==> config.mk <==
export PLATFORM = sky130hd
export DESIGN_NAME = imu_bfc_core
export DESIGN_NICKNAME = d
export VERILOG_FILES = /design/src/design/imu_bfc_pkg.sv /design/src/design/imu_bfc_core.sv
export SDC_FILE = /design/constraint.sdc
export NUM_CORES = 1
export LEC_CHECK = 0
export BUFFER_PORTS_ARGS = -buffer_cell sky130_fd_sc_hd__buf_2
export CORE_MARGIN = 3
export CORE_UTILIZATION = 40
export CTS_CLUSTER_SIZE = 28
export DETAILED_ROUTE_END_ITERATION = 12
export GPL_TIMING_DRIVEN = 0
export PLACE_DENSITY = 0.69
export SKIP_LAST_GASP = 1
export SLEW_MARGIN = 20
export SYNTH_ARGS = -nofsm -noshare
export SYNTH_HDL_FRONTEND = slang
export SYNTH_SLANG_ARGS = --single-unit
==> constraint.sdc <==
create_clock -name i_clk -period 11.67 [get_ports i_clk]
set_input_delay 0 -clock i_clk [delete_from_list [all_inputs] [get_ports i_clk]]
set_output_delay 0 -clock i_clk [all_outputs]
set_load 0.05 [all_outputs]
==> src/design/imu_bfc_pkg.sv <==
// ----------------------------------------------------------------------------
// IMU burst frame checker package
// Shared frame layout constants and the beat and result types.
// ----------------------------------------------------------------------------
`default_nettype none

package imu_bfc_pkg;

    // Frame layout.
    localparam int FRAME_LENGTH  = 20;
    localparam int SUM_BYTES     = 18;
    localparam int CHK_HIGH_POS  = 18;
    localparam int CHK_LOW_POS   = 19;
    localparam int NUM_MOTION    = 6;
    localparam int MOTION_BASE   = 2;
    localparam int TEMP_BASE     = 14;
    localparam int DIAG_BASE     = 0;
    localparam int COUNT_BASE    = 16;

    // Byte position counter; the value FRAME_LENGTH means the frame is done.
    localparam int POS_W         = $clog2(FRAME_LENGTH + 1);
    localparam int STORE_IDX_W   = $clog2(SUM_BYTES);

    // Temperature conversion: raw * 5 + 2500 in hundredths of a degree.
    localparam int TEMP_W        = 19;
    localparam int TEMP_OFFSET   = 2500;

    // Output beat width, padded to whole bytes.
    localparam int RESULT_BITS   = 6 * 16 + TEMP_W + 16 + 16;
    localparam int OUT_TDATA_W   = ((RESULT_BITS + 7) / 8) * 8;

    typedef logic [POS_W-1:0] t_pos;

    // One input beat.
    typedef struct packed {
        logic [7:0] frame_byte;
        logic       frame_start;
    } t_in_beat;

    // One result.
    typedef struct packed {
        logic signed [15:0]       gyro_x;
        logic signed [15:0]       gyro_y;
        logic signed [15:0]       gyro_z;
        logic signed [15:0]       accel_x;
        logic signed [15:0]       accel_y;
        logic signed [15:0]       accel_z;
        logic signed [TEMP_W-1:0] temperature_centi;
        logic        [15:0]       diag_status;
        logic        [15:0]       sample_count;
        logic                     checksum_ok;
    } t_result;

endpackage

`default_nettype wire

==> src/design/imu_bfc_core.sv <==
// ----------------------------------------------------------------------------
// IMU burst frame checker core
// Tracks the frame position, stores bytes, sums them and builds the result.
// ----------------------------------------------------------------------------
`default_nettype none

module imu_bfc_core
    import imu_bfc_pkg::*;
(
    input  wire logic     i_clk,
    input  wire logic     i_rst_n,
    input  wire logic     i_beat_valid,
    input  wire t_in_beat i_beat,
    input  wire logic     i_out_free,
    output logic          o_advance,
    output logic          o_result_valid,
    output t_result       o_result
);

    t_pos        r_pos;
    logic [15:0] r_sum;
    logic [7:0]  r_chk_hi;
    logic [7:0]  r_store [SUM_BYTES];
    logic [15:0] r_good  [NUM_MOTION];

    t_pos        pos;
    logic [15:0] sum_base;
    logic        in_frame;
    logic        is_store;
    logic        is_chk_hi;
    logic        is_last;
    logic        ok;
    logic [15:0] motion_new [NUM_MOTION];
    logic [15:0] motion_out [NUM_MOTION];
    logic signed [TEMP_W-1:0] temp_raw;
    logic signed [TEMP_W-1:0] temp_centi;

    // A start flag restarts the frame before this byte is placed.
    assign pos       = i_beat.frame_start ? '0 : r_pos;
    assign sum_base  = i_beat.frame_start ? '0 : r_sum;
    assign in_frame  = pos < t_pos'(FRAME_LENGTH);
    assign is_store  = pos < t_pos'(SUM_BYTES);
    assign is_chk_hi = pos == t_pos'(CHK_HIGH_POS);
    assign is_last   = pos == t_pos'(CHK_LOW_POS);

    // Only a beat that completes a frame needs room in the output register.
    assign o_advance      = i_beat_valid && (!is_last || i_out_free);
    assign o_result_valid = o_advance && is_last;

    // Checksum compare against the big-endian word in the last two bytes.
    assign ok = {r_chk_hi, i_beat.frame_byte} == r_sum;

    // Motion words from this frame, and the words that go out.
    always_comb begin
        for (int k = 0; k < NUM_MOTION; k++) begin
            motion_new[k] = {r_store[MOTION_BASE + 2*k], r_store[MOTION_BASE + 2*k + 1]};
            motion_out[k] = ok ? motion_new[k] : r_good[k];
        end
    end

    // Temperature: raw * 5 + 2500, exact in 19 bits.
    assign temp_raw   = TEMP_W'($signed({r_store[TEMP_BASE], r_store[TEMP_BASE + 1]}));
    assign temp_centi = (temp_raw <<< 2) + temp_raw + TEMP_W'(TEMP_OFFSET);

    // Result record.
    always_comb begin
        o_result.gyro_x            = motion_out[0];
        o_result.gyro_y            = motion_out[1];
        o_result.gyro_z            = motion_out[2];
        o_result.accel_x           = motion_out[3];
        o_result.accel_y           = motion_out[4];
        o_result.accel_z           = motion_out[5];
        o_result.temperature_centi = temp_centi;
        o_result.diag_status       = {r_store[DIAG_BASE], r_store[DIAG_BASE + 1]};
        o_result.sample_count      = {r_store[COUNT_BASE], r_store[COUNT_BASE + 1]};
        o_result.checksum_ok       = ok;
    end

    // Frame position, running sum, checksum high byte and held motion words.
    always_ff @(posedge i_clk) begin
        if (!i_rst_n) begin
            r_pos    <= '0;
            r_sum    <= '0;
            r_chk_hi <= '0;
            for (int k = 0; k < NUM_MOTION; k++) begin
                r_good[k] <= '0;
            end
        end else if (o_advance) begin
            if (i_beat.frame_start) begin
                r_pos <= '0;
                r_sum <= '0;
            end
            if (in_frame) begin
                r_pos <= pos + t_pos'(1);
            end
            if (is_store) begin
                r_sum <= sum_base + {8'd0, i_beat.frame_byte};
            end
            if (is_chk_hi) begin
                r_chk_hi <= i_beat.frame_byte;
            end
            if (is_last && ok) begin
                for (int k = 0; k < NUM_MOTION; k++) begin
                    r_good[k] <= motion_new[k];
                end
            end
        end
    end

    // Frame byte store; every entry is written before it is read in a frame.
    always_ff @(posedge i_clk) begin
        if (o_advance && is_store) begin
            for (int i = 0; i < SUM_BYTES; i++) begin
                if (pos[STORE_IDX_W-1:0] == STORE_IDX_W'(i)) begin
                    r_store[i] <= i_beat.frame_byte;
                end
            end
        end
    end

endmodule

`default_nettype wire

; Word level (Yosys, flattened, before mapping)
; Memory sizes are Yosys's and may differ from the RTL's.
; Index checks and enable logic that the tools add are counted.
[word_totals]
ff_bits = 29
latch_bits = 0
mem_bits_rw = 240
romBits = 0
inputBits = 13
out_inout_bits = 150
elab_cells = 188
memories = 2
[memory_table]
columns = memory, words, width, rd, rd_clocked_by_memory_dff, wr, line
row1 = r_store, 18, 8, 18, 0, 1, imu_bfc_core.sv:23  ; logic [7:0] r_store [SUM_BYTES];
row2 = r_good, 6, 16, 6, 0, 6, imu_bfc_core.sv:24  ; logic [15:0] r_good [NUM_MOTION];
[op_classes]
add_sub_neg = 4
multipliers = 0
n_div = 0
magnitude_cmp = 2
eq_ne = 20
shift = 0
n_mux = 126
bitwise_logic = 6
n_reduce_logical = 25
[op_table]
columns = operator, n
row1 = 16-bit two-way mux, 14
row2 = 8-bit two-way mux, 17
row3 = 8-bit OR reduction, 17
row4 = 5-bit two-way mux, 19
row5 = 1-bit two-way mux, 76
row6 = "5-bit by 4-bit == test with 1-bit output, second input constant", 8
row7 = "5-bit by 3-bit == test with 1-bit output, second input constant", 4
row8 = "5-bit == test, second input constant", 4
row9 = 18-bit by 16-bit adder with 19-bit output, 1
row10 = "19-bit by 13-bit adder with 19-bit output, second input constant", 1
row11 = 16-bit by 8-bit adder with 16-bit output, 1
row12 = 16-bit == test, 1
row13 = "5-bit by 2-bit == test with 1-bit output, second input constant", 2
row14 = "5-bit less-than comparator, second input constant", 2
row15 = 1-bit bitwise OR, 6
row16 = "5-bit by 1-bit adder with 5-bit output, second input constant", 1
row17 = "5-bit by 1-bit == test with 1-bit output, second input constant", 1
row18 = 5-bit zero test, 1
row19 = 1-bit logical AND, 4
row20 = 2-bit AND reduction, 1
row21 = 1-bit zero test, 1
row22 = 1-bit logical OR, 1

; Longest topological paths before layout
; Gate-level depths: netlist of the first run.
[depth]
depth_word = 26
depth_mapped = 10
mapped_depth_nobuf = 10

; Worst setup path before layout of the first run
; Ideal clock, no wire load.
[synth_path]
kind = register to register
from = reg r_sum[9]
to = mem r_good[0][0], enable pin
setup_ns = 0.683
t_arrival_ns = 8.263
required_time_ns = 10.987
path_slack_ns = 2.723
path_stages_with_launch = 7
n_path_buf = 2
cell_sequence = dfxtp_1 > xor2_1 > nor4_1 > nand4_1 > buf_2 > buf_2 > o21ai_0
[synth_rtl]
columns = item, line
row1 = from (decl), imu_bfc_core.sv:21  ; logic [15:0] r_sum;
row2 = from (signal assigned), imu_bfc_core.sv:97  ; r_sum <= sum_base + {8'd0, i_beat.frame_byte};
row3 = to (decl), imu_bfc_core.sv:24

==> impl_metrics.prom, run 1 <==
# TYPE chip_impl_metric gauge
chip_impl_info{name="result_of_the_run",value="completed"} 1
chip_impl_metric{name="drc_errors",unit=""} 0
chip_impl_metric{name="dp_cell_count",unit=""} 1417
chip_impl_metric{name="die_w",unit="µm"} 180
chip_impl_metric{name="netlist_instances",unit=""} 861
chip_impl_metric{name="global_route.usage.total",unit=""} 0.170
chip_impl_metric{name="reg_power_frac",unit=""} 0.510
chip_impl_metric{name="fin_crit_sh",unit=""} 0.319
chip_impl_metric{name="finish.cell_count_without_fillers",unit=""} 1472
chip_impl_metric{name="boundaryPins",unit=""} 163
chip_impl_metric{name="clkSlewWorstSetupHoldPaths",unit="ns"} 0.06
chip_impl_metric{name="ant_nets",unit=""} 0
chip_impl_metric{name="setup-tns-final",unit="ns"} 0
chip_impl_metric{name="gr-total-overflow",unit=""} 0
chip_impl_metric{name="die_height",unit="µm"} 180
chip_impl_metric{name="number_of_maximum_capacitance_constraint_violations",unit=""} 0
chip_impl_metric{name="sw_frac_of_total",unit=""} 0.235
chip_impl_info{name="hold_path.class",value="primary input to flop"} 1
chip_impl_metric{name="ys_async_sr_fraction",unit=""} 0
chip_impl_metric{name="pwr_density_cell",unit="nW/µm²"} 145
chip_impl_metric{name="mappedNetlistNets",unit=""} 918
chip_impl_metric{name="clock_tree.buffer_depth",unit=""} 3
chip_impl_metric{name="syn-cell-area",unit="µm²"} 12100
chip_impl_metric{name="pwr-share-clk",unit=""} 0.413
chip_impl_info{name="cts_root_buffer",value="clkbuf_16"} 1
chip_impl_metric{name="distinct_cell_type_count_of_the_synthesized_netlist",unit=""} 50
chip_impl_metric{name="internal_power",unit="mW"} 1.61
chip_impl_metric{name="synth_edf_count",unit=""} 240
chip_impl_metric{name="synth_top_area_frac",unit=""} 0.594
chip_impl_info{name="synth_top_cells_by_area",value="edfxtp_1 59%, mux2_2 9.0%, and2_1 5.0%"} 1
chip_impl_metric{name="timing.reg2reg.setup_slack",unit="ns"} 7.94
chip_impl_info{name="synth_common_cells",value="240 x edfxtp_1, 97 x and2_1, 97 x mux2_2"} 1
chip_impl_metric{name="seq_area_frac_synth",unit=""} 0.642
chip_impl_info{name="worst-setup-path-type",value="flop to flop"} 1
chip_impl_metric{name="setup_violations",unit=""} 0
chip_impl_metric{name="finalCriticalPeriod",unit="ns"} 3.73
chip_impl_metric{name="worst_slew_pin_slew",unit="ns"} 0.858
chip_impl_metric{name="yosys_warnings",unit=""} 0
chip_impl_info{name="rsz0062_at_grt",value="no"} 1
chip_impl_metric{name="cp.buffers_inverters",unit=""} 4
chip_impl_metric{name="max-vdd-ir-drop",unit="µV"} 110
chip_impl_metric{name="area.growth.synth_to_final",unit="%"} 19.5
chip_impl_metric{name="worst_ep_arrival_time",unit="ns"} 3.98
chip_impl_metric{name="required_time_of_the_worst_setup_path",unit="ns"} 11.93
chip_impl_metric{name="fillers",unit=""} 2576
chip_impl_metric{name="clock_latency",unit="ns"} 0.55
chip_impl_info{name="post-synth-top-count-cell",value="edfxtp_1"} 1
chip_impl_metric{name="via_per_inst",unit=""} 5.07
chip_impl_metric{name="switchingPower",unit="mW"} 0.494
chip_impl_metric{name="total_leakage_power",unit="nW"} 5.77
chip_impl_info{name="synth_flop_cell",value="edfxtp_1"} 1
chip_impl_metric{name="via_count",unit=""} 7467
chip_impl_metric{name="drive_gt1_frac",unit=""} 0.301
chip_impl_metric{name="postRouteWirelength",unit="µm"} 28400
chip_impl_metric{name="row_count",unit=""} 63
chip_impl_metric{name="slew_headroom",unit=""} 0.426
chip_impl_metric{name="initial_utilization",unit=""} 0.407
chip_impl_metric{name="combPwrFrac",unit=""} 0.077
chip_impl_metric{name="htreeDepth",unit=""} 1
chip_impl_metric{name="buffer_ports.inserted",unit=""} 161
chip_impl_info{name="cts_tree",value="yes"} 1
chip_impl_metric{name="antenna_found_initial",unit=""} 2
chip_impl_metric{name="critPathMaxFanout",unit=""} 23
chip_impl_metric{name="total_nets_final",unit=""} 1118
chip_impl_metric{name="finalHoldWorstSlack",unit="ns"} 0.0163
chip_impl_metric{name="placeableCoreArea",unit="µm²"} 29800
chip_impl_metric{name="routedWlPerCell",unit="µm"} 19.3
chip_impl_metric{name="cts_made_buffers",unit=""} 28
chip_impl_metric{name="first_pass_grt_wire_length",unit="µm"} 43500
chip_impl_metric{name="finClkSkew",unit="ns"} 0.0148
chip_impl_metric{name="power",unit="mW"} 2.10
chip_impl_metric{name="report.final.hold_viol_count",unit=""} 0
chip_impl_metric{name="postCtsSetupRepairBufs",unit=""} 0
chip_impl_metric{name="die_area",unit="µm²"} 32500
chip_impl_info{name="yosysTopAreaCell",value="edfxtp_1"} 1
chip_impl_metric{name="dp_hpwl",unit="µm"} 18500
chip_impl_metric{name="clock_sink_count",unit=""} 269
chip_impl_metric{name="maximum_number_of_pins_on_one_net_before_global_route_repair",unit=""} 25
chip_impl_metric{name="yosys_register_bits",unit=""} 269
chip_impl_metric{name="final_weighted_congestion_in_routability_driven_placement",unit=""} 0.858
chip_impl_metric{name="max_freq",unit="MHz"} 268
chip_impl_metric{name="synth_area_per_cell",unit="µm²"} 14.1
chip_impl_info{name="cp_cell_sequence",value="xor2_1, nor4_1, nand4_1, buf_2, buf_2, o21ai_4, buf_16, buf_16"} 1
chip_impl_info{name="critPathLaunchType",value="flop"} 1
chip_impl_info{name="kind_of_capture_point_of_the_worst_setup_path",value="flop"} 1
chip_impl_info{name="timing.critical_path.max_delay_family",value="simple AND/OR/NAND/NOR gates"} 1
chip_impl_metric{name="number_of_global_route_vias_before_repair",unit=""} 7414
chip_impl_info{name="critical-path-slowest-cell",value="nand4_1"} 1
chip_impl_metric{name="slew_violations",unit=""} 0
chip_impl_metric{name="drt_pre_antenna_iters",unit=""} 5
chip_impl_metric{name="detail_route.iter0.violations",unit=""} 497
chip_impl_metric{name="slowest_delay",unit="ns"} 0.70
-- flip-flops by register name (all words and copies together) (netlist names) --
| signal | cells |
|---|---|
| r_sum | 16 |
| r_pos | 5 |
| r_good | 96 |
| r_chk_hi | 8 |
| r_store | 144 |
-- metal layers --
layer	track usage	part of all wire
met4	0.0368	0.017
met1	0.237	0.45
met5	0	0.00028
met3	0.0297	0.056
met2	0.282	0.48
-- area by class of cell --
class,instances,area (µm²),area share
Clock buffer,40,766,0.0528
Multi-Input combinational cell,514,4010,0.276
Sequential cell,269,7790,0.537
Tap cell,390,488,0.0337
Clock inverter,10,125,0.00863
Timing Repair Buffer,170,963,0.0665
Inverter,40,150,0.0104
Buffer,38,210,0.0145
Antenna cell,1,2.50,0.000173
-- kinds of logic (layout without fill, tap and decap cells) --
family          after synthesis  count (layout)  synth area share
other cells                   0               1                 0
mux                         112             112             0.102
buf+inv                      78             298            0.0297
xor+xnor                     37              37            0.0267
simple gates                232             232             0.106
flops                       269             269             0.642
compound gates               89              89            0.0462
fa+ha+maj                    44              44            0.0466
-- timing repair --
| item | in CTS | in global routing |
|---|---|---|
| hold buffers | 4 | 0 |
| resized for setup | 0 | 0 |
| hold endpoints to repair | 13 | 0 |
-- power by group through the flow --
| stage | Sequential [mW] | Combinational, mW | Clock [mW] |
|---|---|---|---|
| floorplan | 1.10 | 0.0993 | 0 |
| global placement | 1.10 | 0.156 | 0 |
| detailed placement | 1.09 | 0.163 | 0 |
| CTS | 1.07 | 0.164 | 0.887 |
| global route | 1.07 | 0.173 | 0.924 |
| finish | 1.07 | 0.162 | 0.868 |
-- metrics by stage --
stage	instance area, µm²	setup slack (ns)	utilization
floorplan	12100	2.72	-
global placement	13400	-2.06	0.451
detailed placement	13600	7.60	0.455
CTS	14500	7.90	0.486
global route	14500	7.74	0.486
finish	14500	7.94	0.487
-- final timing paths --
| kind | start | depth (start not counted) | end |
|---|---|---|---|
| worst max-delay path | r_sum[8] | 8 | r_good[2][6] |
| worst min register to register | r_sum[2] | 2 | r_sum[2] |
| worst min-delay path | i_beat[7] | 1 | r_store[9][6] |
| worst max register to register | r_sum[8] | 8 | r_good[2][6] |
-- placed cells by master, fill, tap and decap left out, drive strengths merged, types with 2 or more instances in the layout --
cell,count
nor2b,11
nand3b,2
mux2i,15
nor3,11
xnor2,12
a21oi,28
o21ai,23
nand2,36
fa,2
o311ai,3
nor4b,2
nor4,6
nor2,38
and3,4
nand2b,6
ha,42
clkinv,8
o211ai,3
o22ai,3
dfxtp,29
nand3,12
inv,40
and2,97
clkbuf,62
or4b,3
o21a,4
buf,182
bufinv,2
a211oi,8
xor2,25
mux2,97
a21o,4
edfxtp,240
dlygate4sd3,4
a31oi,2
nand4,2
a2111o,2
(Power assumes the default switching activity.)
==> run 2, diff against run 1 <==
--- a/config.mk
+++ b/config.mk
@@ -11,7 +11,7 @@
 export CTS_CLUSTER_SIZE = 28
 export DETAILED_ROUTE_END_ITERATION = 12
 export GPL_TIMING_DRIVEN = 0
-export PLACE_DENSITY = 0.69
+export PLACE_DENSITY = 0.71
 export SKIP_LAST_GASP = 1
 export SLEW_MARGIN = 20
 export SYNTH_ARGS = -nofsm -noshare
==> constraint.sdc (replaced) <==
create_clock -name i_clk -period 3.25 [get_ports i_clk]
set_input_delay 0 -clock i_clk [delete_from_list [all_inputs] [get_ports i_clk]]
set_output_delay 0 -clock i_clk [all_outputs]
set_load 0.05 [all_outputs]
==> run 2 against run 1 <==
  * Highest routed layer unchanged
  * Power increased to 3.6 times the previous value
  * Core utilization increased by 0.19 points
  * Non-clock buffer count increased by 2
  * Worst hold slack improved by 0.0050 ns
  * Routed wire length decreased by 0.86%
  * Clock-buffer cell count decreased by 4
  * Setup slack got worse by 7.9 ns
  * Critical endpoint is now o_result[50]
  * First-iteration DRC count decreased by 11%
  * Final cell count increased by 0.20%
==> impl_metrics.prom, run 2 (same netlist as run 1, synthesis figures left out) <==
# TYPE chip_impl_metric gauge
chip_impl_info{name="result_of_the_run",value="completed"} 1
chip_impl_info{name="crit_path_frequent_cell",value="ha_1"} 1
chip_impl_metric{name="first_pass_grt_wire_length",unit="µm"} 43500
chip_impl_info{name="cp_cell_sequence",value="ha_1, ha_1, fa_2, a211oi_2, o211ai_1, a21oi_2, mux2i_1, xor2_1, buf_4"} 1
chip_impl_metric{name="place_area",unit="µm²"} 13600
chip_impl_metric{name="routedWlPerCell",unit="µm"} 19.1
chip_impl_metric{name="area.growth.synth_to_final",unit="%"} 20.0
chip_impl_metric{name="gr-total-overflow",unit=""} 0
chip_impl_info{name="cts_root_buffer",value="clkbuf_16"} 1
chip_impl_metric{name="required_time_of_the_worst_setup_path",unit="ns"} 3.25
chip_impl_metric{name="number_of_maximum_capacitance_constraint_violations",unit=""} 0
chip_impl_metric{name="clock_sink_count",unit=""} 269
chip_impl_info{name="mostFrequentLayoutCell",value="edfxtp_1"} 1
chip_impl_metric{name="finClkSkew",unit="ns"} 0.0144
chip_impl_metric{name="maximum_number_of_pins_on_one_net_before_global_route_repair",unit=""} 27
chip_impl_metric{name="max-vdd-ir-drop",unit="µV"} 389
chip_impl_info{name="largest-register",value="r_store"} 1
chip_impl_metric{name="reg_power_frac",unit=""} 0.511
chip_impl_metric{name="clock_latency",unit="ns"} 0.55
chip_impl_metric{name="initial_utilization",unit=""} 0.407
chip_impl_metric{name="slew_headroom",unit=""} 0.295
chip_impl_metric{name="internal_power",unit="mW"} 5.74
chip_impl_metric{name="slowest_delay",unit="ns"} 0.40
chip_impl_info{name="cts_tree",value="yes"} 1
chip_impl_metric{name="placeableCoreArea",unit="µm²"} 29800
chip_impl_info{name="kind_of_capture_point_of_the_worst_setup_path",value="output pin"} 1
chip_impl_metric{name="die_w",unit="µm"} 180
chip_impl_metric{name="report.final.hold_viol_count",unit=""} 0
chip_impl_metric{name="total_nets_final",unit=""} 1122
chip_impl_metric{name="fin_crit_sh",unit=""} 0.973
chip_impl_metric{name="postLayoutCellArea",unit="µm²"} 14600
chip_impl_metric{name="cts_made_buffers",unit=""} 30
chip_impl_metric{name="htreeDepth",unit=""} 1
chip_impl_metric{name="fin_util",unit=""} 0.488
chip_impl_metric{name="setup_violations",unit=""} 0
chip_impl_metric{name="die_height",unit="µm"} 180
chip_impl_info{name="registers_with_the_highest_flip_flop_counts",value="r_store: 144 flops, r_good: 96 flops, r_sum: 16 flops"} 1
chip_impl_metric{name="number_of_global_route_vias_before_repair",unit=""} 7459
chip_impl_info{name="worst-setup-path-type",value="flop to output pin"} 1
chip_impl_info{name="hold_path.class",value="primary input to flop"} 1
chip_impl_metric{name="final_weighted_congestion_in_routability_driven_placement",unit=""} 0.902
chip_impl_info{name="rsz0062_at_grt",value="yes"} 1
chip_impl_metric{name="max_freq",unit="MHz"} 316
chip_impl_info{name="hold_path.startpoint",value="i_beat[8]"} 1
chip_impl_metric{name="ant_nets",unit=""} 0
chip_impl_metric{name="finalCriticalPeriod",unit="ns"} 3.16
chip_impl_metric{name="sw_frac_of_total",unit=""} 0.237
chip_impl_metric{name="row_count",unit=""} 63
chip_impl_metric{name="dp_hpwl",unit="µm"} 18400
chip_impl_info{name="critical-path-slowest-cell",value="edfxtp_1"} 1
chip_impl_metric{name="drive_gt1_frac",unit=""} 0.311
chip_impl_metric{name="clock_tree.buffer_depth",unit=""} 3
chip_impl_metric{name="pwr_density_cell",unit="nW/µm²"} 517
chip_impl_metric{name="worst_slew_pin_slew",unit="ns"} 1.05
chip_impl_info{name="worstSetupStartpoint",value="r_store[15][1]"} 1
chip_impl_metric{name="detail_route.iter0.violations",unit=""} 442
chip_impl_info{name="final_cell_mix",value="240 x edfxtp_1, 163 x buf_2, 97 x mux2_2, 97 x and2_1, 42 x ha_1"} 1
chip_impl_metric{name="die_area",unit="µm²"} 32500
chip_impl_info{name="worst_r2r_startpoint",value="r_pos[1]"} 1
chip_impl_metric{name="global_route.usage.total",unit=""} 0.170
chip_impl_metric{name="via_per_inst",unit=""} 5.06
chip_impl_metric{name="buffer_ports.inserted",unit=""} 161
chip_impl_metric{name="critPathMaxFanout",unit=""} 3
chip_impl_metric{name="switchingPower",unit="mW"} 1.78
chip_impl_metric{name="antenna-diode-count",unit=""} 0
chip_impl_metric{name="via_count",unit=""} 7468
chip_impl_metric{name="slew_violations",unit=""} 0
chip_impl_metric{name="combPwrFrac",unit=""} 0.078
chip_impl_metric{name="total_leakage_power",unit="nW"} 5.80
chip_impl_metric{name="largest_reg_flops",unit=""} 144
chip_impl_metric{name="pwr-share-clk",unit=""} 0.411
chip_impl_metric{name="postRouteWirelength",unit="µm"} 28200
chip_impl_metric{name="worst_ep_arrival_time",unit="ns"} 3.16
chip_impl_metric{name="antenna_found_initial",unit=""} 1
chip_impl_metric{name="clkSlewWorstSetupHoldPaths",unit="ns"} 0.06
chip_impl_info{name="critPathLaunchType",value="flop"} 1
chip_impl_metric{name="drc_errors",unit=""} 0
chip_impl_metric{name="drt_pre_antenna_iters",unit=""} 5
chip_impl_metric{name="boundaryPins",unit=""} 163
run 2: cell types whose count changed in the layout (fill, tap and decap cells not counted), moves of 2 or more:
cell	previous run	this run
buf_2	167	163
buf_4	5	9
buf_8	0	2
clkbuf_1	32	28
clkbuf_16	28	30
clkbuf_8	2	0
clkinv_1	3	5
clkinv_2	3	6
clkinvlp_4	0	2
dlygate4sd3_1	4	2
run 2: final timing paths:
check / slack, ns / cells past startpoint / to
worst max-delay path: 0.09 / 9 / o_result[50]
worst min register to register: 0.48 / 2 / r_sum[4]
worst max register to register: 0.40 / 8 / r_store[17][5]
worst min-delay path: 0.02 / 1 / r_store[17][7]
run 2: per-stage QoR:
step	setup TNS, ns	power, mW	worst slack, ns	cells	hold WS (ns)
2_1_floorplan	-15.89	4.31	-0.165	861	0.0989
3_3_place_gp	-214.15	4.48	-2.07	1412	0.465
3_5_place_dp	-53.61	4.51	-0.759	1418	0.470
4_1_cts	0	7.62	0.0356	1473	0.0124
5_1_grt	-0.123	7.78	-0.123	1475	0.0305
6_report	0	7.52	0.0875	1475	0.0213
run 2: layout make-up:
class	instances	area, µm²
Buffer	38	226
Clock buffer	36	773
Clock inverter	16	119
Fill cell	2627	15200
Inverter	40	150
Multi-Input combinational cell	514	4020
Sequential cell	269	7790
Tap cell	390	488
Timing Repair Buffer	172	986
run 2: power groups by stage:
stage,registers (mW),clock network [mW],logic (mW)
after floorplan,3.95,0,0.358
after global placement,3.92,0,0.560
after detailed placement,3.92,0,0.585
after CTS,3.85,3.19,0.589
after global routing,3.85,3.31,0.625
final,3.85,3.09,0.586
run 2: per-layer routing:
layer	vias up	global-route usage	part of all wire
met2	211	0.287	0.48
met3	48	0.0299	0.051
met4	2	0.0338	0.018
li1	3556	-	-
met5	-	0	0.00071
met1	3651	0.235	0.45
run 2: what timing repair did:
| action | 4_1_cts | 5_1_grt |
|---|---|---|
| cloned | 0 | 0 |
| endpoints found under the hold margin | 6 | 0 |
| gates resized for setup | 3 | 4 |
| pin swaps | 1 | 2 |
| setup endpoints to repair | 151 | 38 |
| hold buffers | 2 | 0 |
| setup buffers | 1 | 2 |
run 2: worst max-delay path: cells and delay by family (launching register included):
kind | cells | cell delay (ns)
buf+inv | 1 | 0.21
flops | 1 | 0.40
xor+xnor | 1 | 0.16
compound gates | 3 | 0.67
mux | 1 | 0.24
fa+ha+maj | 3 | 0.96
